===== config.mk =====
export PLATFORM = sky130hd
export DESIGN_NAME = backfill_byte_credit_gate_flat
export DESIGN_NICKNAME = d
export VERILOG_FILES = /design/src/design/bbcg_pkg.sv /design/src/design/bbcg_if.sv /design/src/design/backfill_byte_credit_gate.sv /design/src/design/bbcg_credit.sv /design/src/flat_wrapper.sv
export VERILOG_INCLUDE_DIRS = /design/src /design/src/design
export SDC_FILE = /design/constraint.sdc
export NUM_CORES = 1
export LEC_CHECK = 0
export ABC_AREA = 0
export BUFFER_PORTS_ARGS = -buffer_cell sky130_fd_sc_hd__buf_2
export CAP_MARGIN = 20
export CORE_MARGIN = 4
export CORE_UTILIZATION = 55
export DETAILED_ROUTE_END_ITERATION = 16
export GPL_TIMING_DRIVEN = 0
export MAX_ROUTING_LAYER = met4
export PLACE_DENSITY = 0.69
export SLEW_MARGIN = 20
export SYNTH_ARGS = -nofsm -noshare
export SYNTH_HDL_FRONTEND = slang
export SYNTH_HIERARCHICAL = 1
export SYNTH_SLANG_ARGS = --single-unit

===== constraint.sdc =====
create_clock -name clk -period 11.2 [get_ports clk]
set_input_delay 1.68 -clock clk [delete_from_list [all_inputs] [get_ports clk]]
set_output_delay 1.68 -clock clk [all_outputs]
set_load 0.02 [all_outputs]

===== src/design/backfill_byte_credit_gate_defines.svh =====
// ----------------------------------------------------------------------------
// backfill byte credit gate assertion macros
// concurrent assertion wrappers, empty when synthesising
// ----------------------------------------------------------------------------
`ifndef BACKFILL_BYTE_CREDIT_GATE_DEFINES_SVH
`define BACKFILL_BYTE_CREDIT_GATE_DEFINES_SVH

`ifndef SYNTHESIS

`define BBCG_ASSERT(lbl, prop) \
  lbl: assert property (@(posedge clk) disable iff (!rst_n) prop) \
    else $error("bbcg assertion failed");

`define BBCG_ASSERT_RST(lbl, prop) \
  lbl: assert property (@(posedge clk) prop) \
    else $error("bbcg reset assertion failed");

`else

`define BBCG_ASSERT(lbl, prop)

`define BBCG_ASSERT_RST(lbl, prop)

`endif

`endif


===== src/design/bbcg_pkg.sv =====
// ----------------------------------------------------------------------------
// bbcg_pkg
// shared widths, codes, reset values and types of the byte credit gate
// ----------------------------------------------------------------------------
package bbcg_pkg;

  localparam int CMD_W   = 2;
  localparam int BYTE_W  = 32;
  localparam int CFG_IDX_W = 2;

  typedef enum logic [CMD_W-1:0] {
    CMD_READ       = 2'd0,
    CMD_SENT       = 2'd1,
    CMD_SCAN_RESET = 2'd2
  } cmd_t;

  localparam logic [CFG_IDX_W-1:0] CFG_SCAN_BYTE_LIMIT   = 2'd0;
  localparam logic [CFG_IDX_W-1:0] CFG_SCAN_ITEM_LIMIT   = 2'd1;
  localparam logic [CFG_IDX_W-1:0] CFG_BUFFER_BYTE_LIMIT = 2'd2;

  localparam logic [BYTE_W-1:0] RST_SCAN_BYTE_LIMIT   = 32'd4194304;
  localparam logic [BYTE_W-1:0] RST_SCAN_ITEM_LIMIT   = 32'd4096;
  localparam logic [BYTE_W-1:0] RST_BUFFER_BYTE_LIMIT = 32'd20971520;

  typedef struct packed {
    logic [BYTE_W-1:0] scan_byte_limit;
    logic [BYTE_W-1:0] scan_item_limit;
    logic [BYTE_W-1:0] buffer_byte_limit;
  } limits_t;

  typedef struct packed {
    logic              valid;
    cmd_t              command;
    logic [BYTE_W-1:0] byte_count;
  } step_t;

  typedef struct packed {
    logic              accepted;
    logic              sent_error;
    logic              buffer_full;
    logic              wake_task;
    logic [BYTE_W-1:0] buffer_level;
  } result_t;

endpackage


===== src/design/bbcg_if.sv =====
// ----------------------------------------------------------------------------
// bbcg channel interfaces
// valid/ready channels for request words and result words
// ----------------------------------------------------------------------------
interface bbcg_in_if;
  logic                        valid;
  logic                        ready;
  logic [bbcg_pkg::CMD_W-1:0]  command;
  logic [bbcg_pkg::BYTE_W-1:0] byte_count;

  modport source (output valid, output command, output byte_count, input ready);
  modport sink   (input valid, input command, input byte_count, output ready);
endinterface

interface bbcg_out_if;
  logic                        valid;
  logic                        ready;
  logic                        accepted;
  logic                        sent_error;
  logic                        buffer_full;
  logic                        wake_task;
  logic [bbcg_pkg::BYTE_W-1:0] buffer_level;

  modport source (output valid, output accepted, output sent_error, output buffer_full,
                  output wake_task, output buffer_level, input ready);
  modport sink   (input valid, input accepted, input sent_error, input buffer_full,
                  input wake_task, input buffer_level, output ready);
endinterface


===== src/design/backfill_byte_credit_gate.sv =====
// a request word is registered in the input stage, and its result word in the result register
// throughput: one word per cycle unless stalled, set by the single input stage and result register
// a stalled result register holds the input stage; both drain at one word per cycle
// reset: synchronous active-low rst_n clears credit state, full flag and valids
// reset: limits return to 4194304 scan bytes, 4096 scan items, 20971520 buffer bytes
// ----------------------------------------------------------------------------
// backfill_byte_credit_gate
// byte credit gate for a read-ahead buffer, with limit registers and handshakes
// ----------------------------------------------------------------------------
module backfill_byte_credit_gate (
  input  logic                           clk,
  input  logic                           rst_n,
  bbcg_in_if.sink                        in_ch,
  bbcg_out_if.source                     out_ch,
  input  logic                           cfg_we,
  input  logic [bbcg_pkg::CFG_IDX_W-1:0] cfg_index,
  input  logic [bbcg_pkg::BYTE_W-1:0]    cfg_wdata
);
  import bbcg_pkg::*;

  limits_t           limits_r;
  logic              in_valid_r;
  cmd_t              in_cmd_r;
  logic [BYTE_W-1:0] in_count_r;
  logic              out_valid_r;
  result_t           out_r;
  logic              advance;
  step_t             step;
  result_t           result;

  assign advance     = !out_valid_r || out_ch.ready;
  assign in_ch.ready = !in_valid_r || advance;

  assign step.valid      = in_valid_r && advance;
  assign step.command    = in_cmd_r;
  assign step.byte_count = in_count_r;

  bbcg_credit u_credit (
    .clk    (clk),
    .rst_n  (rst_n),
    .limits (limits_r),
    .step   (step),
    .result (result)
  );

  always_ff @(posedge clk) begin
    if (!rst_n) begin
      limits_r.scan_byte_limit   <= RST_SCAN_BYTE_LIMIT;
      limits_r.scan_item_limit   <= RST_SCAN_ITEM_LIMIT;
      limits_r.buffer_byte_limit <= RST_BUFFER_BYTE_LIMIT;
    end else if (cfg_we) begin
      case (cfg_index)
        CFG_SCAN_BYTE_LIMIT:   limits_r.scan_byte_limit   <= cfg_wdata;
        CFG_SCAN_ITEM_LIMIT:   limits_r.scan_item_limit   <= cfg_wdata;
        CFG_BUFFER_BYTE_LIMIT: limits_r.buffer_byte_limit <= cfg_wdata;
        default: begin
          limits_r <= limits_r;
        end
      endcase
    end
  end

  always_ff @(posedge clk) begin
    if (!rst_n) begin
      in_valid_r <= 1'b0;
    end else if (in_ch.valid && in_ch.ready) begin
      in_valid_r <= 1'b1;
    end else if (advance) begin
      in_valid_r <= 1'b0;
    end
  end

  always_ff @(posedge clk) begin
    if (in_ch.valid && in_ch.ready) begin
      in_cmd_r   <= cmd_t'(in_ch.command);
      in_count_r <= in_ch.byte_count;
    end
  end

  always_ff @(posedge clk) begin
    if (!rst_n) begin
      out_valid_r <= 1'b0;
    end else if (advance) begin
      out_valid_r <= in_valid_r;
    end
  end

  always_ff @(posedge clk) begin
    if (step.valid) begin
      out_r <= result;
    end
  end

  assign out_ch.valid        = out_valid_r;
  assign out_ch.accepted     = out_r.accepted;
  assign out_ch.sent_error   = out_r.sent_error;
  assign out_ch.buffer_full  = out_r.buffer_full;
  assign out_ch.wake_task    = out_r.wake_task;
  assign out_ch.buffer_level = out_r.buffer_level;

endmodule


===== src/design/bbcg_credit.sv =====
// ----------------------------------------------------------------------------
// bbcg_credit
// credit state and the single pass admit / free / scan reset logic
// ----------------------------------------------------------------------------
`include "backfill_byte_credit_gate_defines.svh"

module bbcg_credit (
  input  logic              clk,
  input  logic              rst_n,
  input  bbcg_pkg::limits_t limits,
  input  bbcg_pkg::step_t   step,
  output bbcg_pkg::result_t result
);
  import bbcg_pkg::*;

  logic [BYTE_W-1:0] scan_bytes_r, scan_bytes_nxt;
  logic [BYTE_W-1:0] scan_items_r, scan_items_nxt;
  logic [BYTE_W-1:0] held_bytes_r, held_bytes_nxt;
  logic              full_r, full_nxt;
  logic [BYTE_W-1:0] pending_r, pending_nxt;

  logic [BYTE_W:0]   scan_sum;
  logic [BYTE_W:0]   held_sum;
  logic [BYTE_W+1:0] lim_x3;
  logic [BYTE_W-1:0] three_quarter;
  logic [BYTE_W-1:0] held_sub;
  logic [BYTE_W-1:0] headroom;
  logic              fits;
  logic              cleared;
  logic              acc;
  logic              err;
  logic              wake;

  assign scan_sum      = {1'b0, scan_bytes_r} + {1'b0, step.byte_count};
  assign held_sum      = {1'b0, held_bytes_r} + {1'b0, step.byte_count};
  assign lim_x3        = {1'b0, limits.buffer_byte_limit, 1'b0}
                       + {2'b00, limits.buffer_byte_limit};
  assign three_quarter = lim_x3[BYTE_W+1:2];
  assign held_sub      = held_bytes_r - step.byte_count;
  assign headroom      = limits.buffer_byte_limit - held_sub;
  assign fits          = (held_sub <= limits.buffer_byte_limit) && (headroom >= pending_r);
  assign cleared       = held_sub < three_quarter;

  always_comb begin
    scan_bytes_nxt = scan_bytes_r;
    scan_items_nxt = scan_items_r;
    held_bytes_nxt = held_bytes_r;
    full_nxt       = full_r;
    pending_nxt    = pending_r;
    acc            = 1'b0;
    err            = 1'b0;
    wake           = 1'b0;
    case (step.command)
      CMD_READ: begin
        if (scan_items_r >= limits.scan_item_limit) begin
          acc = 1'b0;
        end else if (!(scan_sum <= {1'b0, limits.scan_byte_limit}
                       || scan_bytes_r == '0)) begin
          acc = 1'b0;
        end else if (!(held_bytes_r == '0
                       || held_sum <= {1'b0, limits.buffer_byte_limit})) begin
          full_nxt    = 1'b1;
          pending_nxt = step.byte_count;
        end else begin
          acc            = 1'b1;
          scan_bytes_nxt = scan_sum[BYTE_W-1:0];
          held_bytes_nxt = held_sum[BYTE_W-1:0];
          scan_items_nxt = scan_items_r + 1'b1;
        end
      end
      CMD_SENT: begin
        if (step.byte_count > held_bytes_r) begin
          err = 1'b1;
        end else begin
          held_bytes_nxt = held_sub;
          if (full_r && fits && cleared) begin
            pending_nxt = '0;
            full_nxt    = 1'b0;
            wake        = 1'b1;
          end
        end
      end
      CMD_SCAN_RESET: begin
        scan_bytes_nxt = '0;
        scan_items_nxt = '0;
      end
      default: begin
        acc = 1'b0;
      end
    endcase
  end

  assign result.accepted     = acc;
  assign result.sent_error   = err;
  assign result.buffer_full  = full_nxt;
  assign result.wake_task    = wake;
  assign result.buffer_level = held_bytes_nxt;

  always_ff @(posedge clk) begin
    if (!rst_n) begin
      scan_bytes_r <= '0;
      scan_items_r <= '0;
      held_bytes_r <= '0;
      full_r       <= 1'b0;
      pending_r    <= '0;
    end else if (step.valid) begin
      scan_bytes_r <= scan_bytes_nxt;
      scan_items_r <= scan_items_nxt;
      held_bytes_r <= held_bytes_nxt;
      full_r       <= full_nxt;
      pending_r    <= pending_nxt;
    end
  end

  `BBCG_ASSERT(a_err_holds_level, step.valid && err |=> held_bytes_r == $past(held_bytes_r))
  `BBCG_ASSERT(a_wake_clears_full, step.valid && wake |=> !full_r && pending_r == '0)
  `BBCG_ASSERT(a_full_set_by_read, $rose(full_r) |-> $past(step.valid && step.command == CMD_READ))
  `BBCG_ASSERT(a_accept_counts, step.valid && acc |=> scan_items_r == $past(scan_items_r) + 1'b1)
  `BBCG_ASSERT_RST(a_reset_clears, !rst_n |=> !full_r && held_bytes_r == '0)

endmodule

===== src/flat_wrapper.sv =====
// flat-port wrapper written by rule: the top's interface ports become plain ports
module backfill_byte_credit_gate_flat import bbcg_pkg::*;
  (clk, rst_n, cfg_we, cfg_index, cfg_wdata, in_ch_valid, in_ch_command, in_ch_byte_count, in_ch_ready, out_ch_valid, out_ch_accepted, out_ch_sent_error, out_ch_buffer_full, out_ch_wake_task, out_ch_buffer_level, out_ch_ready);
  bbcg_in_if in_ch_i ();
  bbcg_out_if out_ch_i ();
  input  logic clk;
  input  logic rst_n;
  input  logic cfg_we;
  input  logic [bbcg_pkg::CFG_IDX_W-1:0] cfg_index;
  input  logic [bbcg_pkg::BYTE_W-1:0] cfg_wdata;
  input wire logic [$bits(in_ch_i.valid)-1:0] in_ch_valid;
  input wire logic [$bits(in_ch_i.command)-1:0] in_ch_command;
  input wire logic [$bits(in_ch_i.byte_count)-1:0] in_ch_byte_count;
  output wire logic [$bits(in_ch_i.ready)-1:0] in_ch_ready;
  output wire logic [$bits(out_ch_i.valid)-1:0] out_ch_valid;
  output wire logic [$bits(out_ch_i.accepted)-1:0] out_ch_accepted;
  output wire logic [$bits(out_ch_i.sent_error)-1:0] out_ch_sent_error;
  output wire logic [$bits(out_ch_i.buffer_full)-1:0] out_ch_buffer_full;
  output wire logic [$bits(out_ch_i.wake_task)-1:0] out_ch_wake_task;
  output wire logic [$bits(out_ch_i.buffer_level)-1:0] out_ch_buffer_level;
  input wire logic [$bits(out_ch_i.ready)-1:0] out_ch_ready;
  assign in_ch_i.valid = in_ch_valid;
  assign in_ch_i.command = in_ch_command;
  assign in_ch_i.byte_count = in_ch_byte_count;
  assign in_ch_ready = in_ch_i.ready;
  assign out_ch_valid = out_ch_i.valid;
  assign out_ch_accepted = out_ch_i.accepted;
  assign out_ch_sent_error = out_ch_i.sent_error;
  assign out_ch_buffer_full = out_ch_i.buffer_full;
  assign out_ch_wake_task = out_ch_i.wake_task;
  assign out_ch_buffer_level = out_ch_i.buffer_level;
  assign out_ch_i.ready = out_ch_ready;
  backfill_byte_credit_gate u_core (.clk(clk), .rst_n(rst_n), .in_ch(in_ch_i), .out_ch(out_ch_i), .cfg_we(cfg_we), .cfg_index(cfg_index), .cfg_wdata(cfg_wdata));
endmodule

* Word-level counts from Yosys, hierarchy flattened
Index checks and enable logic that the tools add are counted.
** Storage, ports and cells
- Bits in registers :: 297
- Input bits :: 73
- Output and inout port bits :: 38
** Operators by class
- Add/sub/neg operators :: 6
- $lt $le $gt $ge :: 7
- Equality and inequality tests :: 10
- Mux-type cells :: 30
- Bitwise logic cells :: 3
- Reductions and logical operators :: 25
** Operators by type and width (number)
- $mux W32 :: 15
- $pmux W32 S2 :: 4
- $add A32 B32 Y33 :: 2
- $le A33 B32 Y1 :: 2
- $ge A32 B32 Y1 :: 2
- $logic_not A32 Y1 :: 2
- $sub A32 B32 Y32 :: 2
- $add A33 B32 Y34 :: 1
- $add A32 B1 Y32 const B :: 1
- $gt A32 B32 Y1 :: 1
- $le A32 B32 Y1 :: 1
- $lt A32 B32 Y1 :: 1
- $ne A2 B2 Y1 const B :: 6
- $mux W1 :: 10
- $reduce_and A7 Y1 :: 1
- $reduce_and A2 Y1 :: 3
- $reduce_bool A2 Y1 :: 3
- $logic_and A1 B1 Y1 :: 5
- $reduce_and A5 Y1 :: 1
- $eq A2 B1 Y1 const B :: 2
- $eq A2 B2 Y1 const B :: 2
- $logic_not A2 Y1 :: 2
- $logic_or A1 B1 Y1 :: 4
- $not A1 Y1 :: 3
- 4 further kinds :: 5

* Depth between registers and ports, before layout
- Word-level depth :: 9
- Depth in mapped cells :: 37
- Gate-level depth less buffers :: 35

* Modules after synthesis
Netlist, hierarchy kept.
** Modules (own cells, without submodules)
- bbcg_credit :: instances 1, cells an instance 2436, area an instance 18487.7 um2, seq. area each 2582.5 um2
- backfill_byte_credit_gate :: instances 1, cells an instance 434, area an instance 5749.3 um2, seq. area each 4063.9 um2

* Worst setup path after synthesis
Ideal clock, no wire load.
- Path kind :: register to register
- From :: register u_core.in_count_r[0]
- To :: register u_core.out_r, in the netlist u_core/out_ch.wake_task (data pin)
- Arrival time :: 6.695 ns
- Required time :: 10.949 ns
- Path slack :: 4.253 ns
- Stages on the path, launching flop included :: 36
- Buffers on the path :: 2
- Clock period less this slack :: 6.947 ns
- Cell sequence :: edfxtp_1 > ha_1 > fa_1 > nand2b_1 > a21boi_0 > o21ai_0 > a21oi_1 > o21ai_0 > nand2b_1 > xnor2_1 > inv_1 > ha_1 > o211a_1 > a211oi_1 > a311oi_1 > and3_1 > a311o_1 > o211ai_1 > a31o_2 > o311ai_2 > a21oi_1 > nand2b_1 > a221oi_1 > ha_1 > a21o_1 > a21o_1 > a21o_1 > a21o_1 > a21o_1 > a21o_1 > a21o_1 > o211ai_1 > a221o_1 > a21oi_2 > buf_2 > buf_4
** Between the ends
- Longest elaborated chain between the ends :: 7
- Elaborated cells on any way between the ends :: 11
- Classes of those cells :: 2 x add/sub; 4 x order compare; 1 x mux; 4 x reduce/logical
** Ends and longest elaborated chain
- start, declared :: line backfill_byte_credit_gate.sv:24 : logic [BYTE_W-1:0] in_count_r;
- start signal, assigned :: line backfill_byte_credit_gate.sv:76 : in_count_r <= in_ch.byte_count;
- $sub A32 B32 Y32 :: line bbcg_credit.sv:39 : assign held_sub = held_bytes_r - step.byte_count;
- $sub A32 B32 Y32 :: line bbcg_credit.sv:40 : assign headroom = limits.buffer_byte_limit - held_sub;
- $ge A32 B32 Y1 :: line bbcg_credit.sv:41 : assign fits = (held_sub <= limits.buffer_byte_limit) && (headroom >= pending_r);
- $logic_and A1 B1 Y1 :: line bbcg_credit.sv:41
- $logic_and A1 B1 Y1 (2 in a row) :: line bbcg_credit.sv:76 : if (full_r && fits && cleared) begin
- $mux W1 :: line bbcg_credit.sv:76
- end signal, assigned :: line backfill_byte_credit_gate.sv:90 : out_r <= result;
- end, declared :: line backfill_byte_credit_gate.sv:26 : result_t out_r;
Several ways; a longest one is shown, not always the timed one.
A chain may end at the register's enable or synchronous reset.

* Worst setup path in the final report
- From :: register u_core.in_count_r[0]
- To :: register u_core.out_r, in the netlist u_core/out_ch.buffer_full (data pin)
** Between the ends
- Longest elaborated chain between the ends :: 9
- Elaborated cells on any way between the ends :: 21
- Classes of those cells :: 4 x add/sub; 6 x order compare; 6 x mux; 5 x reduce/logical
** Ends and longest elaborated chain
- $sub A32 B32 Y32 :: line bbcg_credit.sv:39
- $sub A32 B32 Y32 :: line bbcg_credit.sv:40
- $ge A32 B32 Y1 :: line bbcg_credit.sv:41
- $logic_and A1 B1 Y1 :: line bbcg_credit.sv:41
- $logic_and A1 B1 Y1 (2 in a row) :: line bbcg_credit.sv:76
- $mux W1 :: line bbcg_credit.sv:76
- $mux W1 :: line bbcg_credit.sv:72 : if (step.byte_count > held_bytes_r) begin
- $pmux W1 S2 * :: line bbcg_credit.sv:53 : case (step.command)
- named net u_core.u_credit.full_nxt :: line bbcg_credit.sv:19 : logic full_r, full_nxt;
Mark *: on every way through the listed nets, which the timed path passes. The rest lies on a longest branch.

==> out/qor.txt <==
DRC viols: 0
total track usage: 33.4%
Setup Crit Path Kind: flop to flop
most used cell, CP: ha_1
worst hold endpoint: u_core/u_credit/pending_r[14]$_SDFFE_PN0P_
R2R Path Start: u_core/in_count_r[0]$_DFFE_PP_
Die W: 218 um
layout cell share with drive strength beyond 1: 10.4%
Filler cells: 3,880
yosys warns: 6
global-route wire length before repair: 120,000 um
worst IR drop on VDD: 0.120 mV
power per cell area: 130 mW/mm^2
FP Rows: 76
arrival time of the worst setup path: 9.07 ns
Clock Pin Slew Worst Setup and Hold Paths: 0.06 ns
startpoint types: flop
DR vias: 22,356
Mapped Area: 0.0242 mm^2
n_diodes: 0
FMAX: 0.115 GHz
max_cap viols: 0
Least-Margin Pin Slew: 1.12 ns
worst-path maximum fanout: 10
area of the multi-input gates: 0.0160 mm^2
Yosys reg bits: 297
final WL: 79,300 um
Core Area: 0.0434 mm^2
Antenna Nets Post-Route: 0
htree depth: 2
Critical Path Max Stage Delay: 0.70 ns
Post-CTS Resized: 0
leakage: 12.1 nW
Final Skew: 0.0191 ns
total iterations of the first detailed-routing run: 6
gpl congestion: 0.970
initial antenna violation count: 0
post-layout worst setup margin: 2.47 ns
Cells after Synth: 2,870
Seq/Total Area, Yosys: 27.4%
Congestion Overflow GR: 0
Max-slew headroom: 24.8%
CTS Hold Buffers Added: 0
number of enable flip-flop cells after synthesis: 70
clk sinks: 297
critical path's top delay family: compound AO/OA/AOI/OAI gates
Die Area: 0.0475 mm^2
status: finished, final reports clean
Req. time, crit path: 11.54 ns
Worst-Skew Late Latency: 0.58 ns
fin. max-slew vios: 0
DR WL/cell: 21.8 um
Worst Path Buf+Inv: 3
initial core utilization: 55.9%
prevailing post-synth register cell: dfxtp_1
r2r setup slk: 2.47 ns
Crit-path slowest cell: o41ai_1
RSZ-0062 raised after global routing: no
largest net degree at the start of global routing: 22
Post-Synthesis Mean Instance Area: 8.44 um^2
number of port buffers: 109
endpoint type of the worst setup path: flop
post-CTS setup buffer count: 0
worst min-delay path startpoint: u_core/u_credit/pending_r[14]$_SDFFE_PN0P_
Synth cell types: 98
Worst R2R End: u_core/out_ch.buffer_full$_DFFE_PP_
CTS tree: done
vias in the first global route: 21,798
post-synth net total: 3,261
dpl ws: 2.65 ns
routed vias/inst: 6.15
hold slack final: 0.454 ns
most frequent cells in the layout: 327 x nand2_1, 313 x ha_1, 269 x inv_1
most common cell after layout, fill and taps aside: nand2_1
ys async rst share: 0%
hold depth: 2
area grow syn2layout: 10.9%
Final TNS setup: 0 ns
ratio of final minimum period to clock period: 78.0%
number of CTS-inserted buffers: 37
register area: 0.00665 mm^2
HPWL after DPL: 64,000 um
nets@finish: 3,412
DRT iter0 DRCs: 1,740
Clock Path Buffers: 3
Hold Crit Class: flop to flop
Hold Fails Final Rpt: 0
final setup fails: 0
Die H: 218 um
cells on worst reg2reg path: 31
Critical Path Stages: 31
minimum clock period after layout: 8.73 ns
root buf cell: clkbuf_16
Ports: 111
layer usage:
layer / track usage [%] / up-vias / share of wire, %
met1: 40.9 / 10668 / 42
met5: - / - / 0
met2: 55.5 / 819 / 47
met4: 14.8 / 0 / 5.0
li1: - / 10682 / -
met3: 4.22 / 187 / 6.5
registers in the layout, indices dropped and copies added (netlist names), 2 cells and up:
name,cells
u_core/in_cmd_r,2
u_core/in_count_r,32
u_core/limits_r,96
u_core/out_ch.buffer_level,32
u_core/u_credit/held_bytes_r,32
u_core/u_credit/pending_r,32
u_core/u_credit/scan_bytes_r,32
u_core/u_credit/scan_items_r,32
cell usage after synthesis (17+ instances only):
cell type / n / share of area [%]
a211oi_1: 22 / 0.68
nor2_1: 126 / 2.0
dfxtp_1: 227 / 19
xor2_1: 39 / 1.4
a21o_1: 120 / 3.7
nand2b_1: 34 / 0.88
nor4_1: 23 / 0.59
a21oi_1: 203 / 4.2
o21ai_0: 116 / 2.4
and3_1: 19 / 0.49
nand4_1: 46 / 1.2
o21bai_1: 28 / 0.87
a221o_1: 17 / 0.70
ha_1: 313 / 16
buf_2: 32 / 0.66
nor2b_1: 32 / 0.83
xnor2_1: 113 / 4.1
clkbuf_1: 60 / 0.93
nand2_1: 327 / 5.1
inv_1: 269 / 4.2
o211ai_1: 27 / 0.84
edfxtp_1: 70 / 8.7
o21ai_2: 20 / 0.72
nor3_1: 34 / 0.70
a32oi_1: 29 / 1.0
o21a_1: 27 / 0.84
mux2i_1: 104 / 4.3
nand3_1: 66 / 1.4
a31oi_1: 33 / 0.85
where the power goes:
part,switching (W),total (W),internal (W)
combinational,0.000638,0.00104,0.000401
sequential,0.0000638,0.00122,0.00116
clock,0.000513,0.00125,0.000732
worst register-to-register path, delay by kind of cell, from the launching register on:
kind            cells  cell delay [ns]
compound gates     14             4.03
buf+inv             3             0.61
simple gates        7             1.06
xor+xnor            2             0.48
fa+ha+maj           5             1.81
flops               1             0.52
layout make-up:
type                    instances  area share, %
repair buffers                112           2.31
inverters                     272           3.80
well taps                     585           2.72
clock buffers                  49           4.01
clock inverters                18          0.671
plain buffers                 116           2.17
flip-flops and latches        297           24.7
multi-input cells            2185           59.6
cells by family after synthesis:
| family | count (synthesis) | share of synthesized area, % |
|---|---|---|
| simple gates | 777 | 15.2 |
| buf+inv | 388 | 6.62 |
| fa+ha+maj | 325 | 16.9 |
| compound gates | 823 | 23.9 |
| mux | 108 | 4.49 |
| flops | 297 | 27.4 |
| xor+xnor | 152 | 5.49 |
worst max-delay path by stage:
stage | start | slack [ns] | endpoint
after floorplan | u_core/in_count_r[0]$_DFFE_PP_ | 4.25 | u_core/out_ch.wake_task$_DFFE_PP_
after global placement | out_ch_ready | 1.93 | u_core/u_credit/pending_r[17]$_SDFFE_PN0P_
after detailed placement | u_core/in_count_r[0]$_DFFE_PP_ | 2.65 | u_core/out_ch.buffer_full$_DFFE_PP_
after CTS | u_core/in_count_r[0]$_DFFE_PP_ | 2.61 | u_core/out_ch.buffer_full$_DFFE_PP_
after global routing | u_core/in_count_r[0]$_DFFE_PP_ | 2.03 | u_core/out_ch.buffer_full$_DFFE_PP_
final | u_core/in_count_r[0]$_DFFE_PP_ | 2.47 | u_core/out_ch.buffer_full$_DFFE_PP_
through the flow:
stage	std cells	utilization (%)	cell area [um^2]	power [W]
after floorplan	2870	-	24200	0.00194
after detailed placement	3567	59.1	25600	0.00225
after CTS	3634	62.0	26900	0.00350
after global placement	3564	58.8	25500	0.00222
after global routing	3634	62.0	26900	0.00367
final	3634	62.0	26900	0.00350
(Power assumes the default switching activity.)
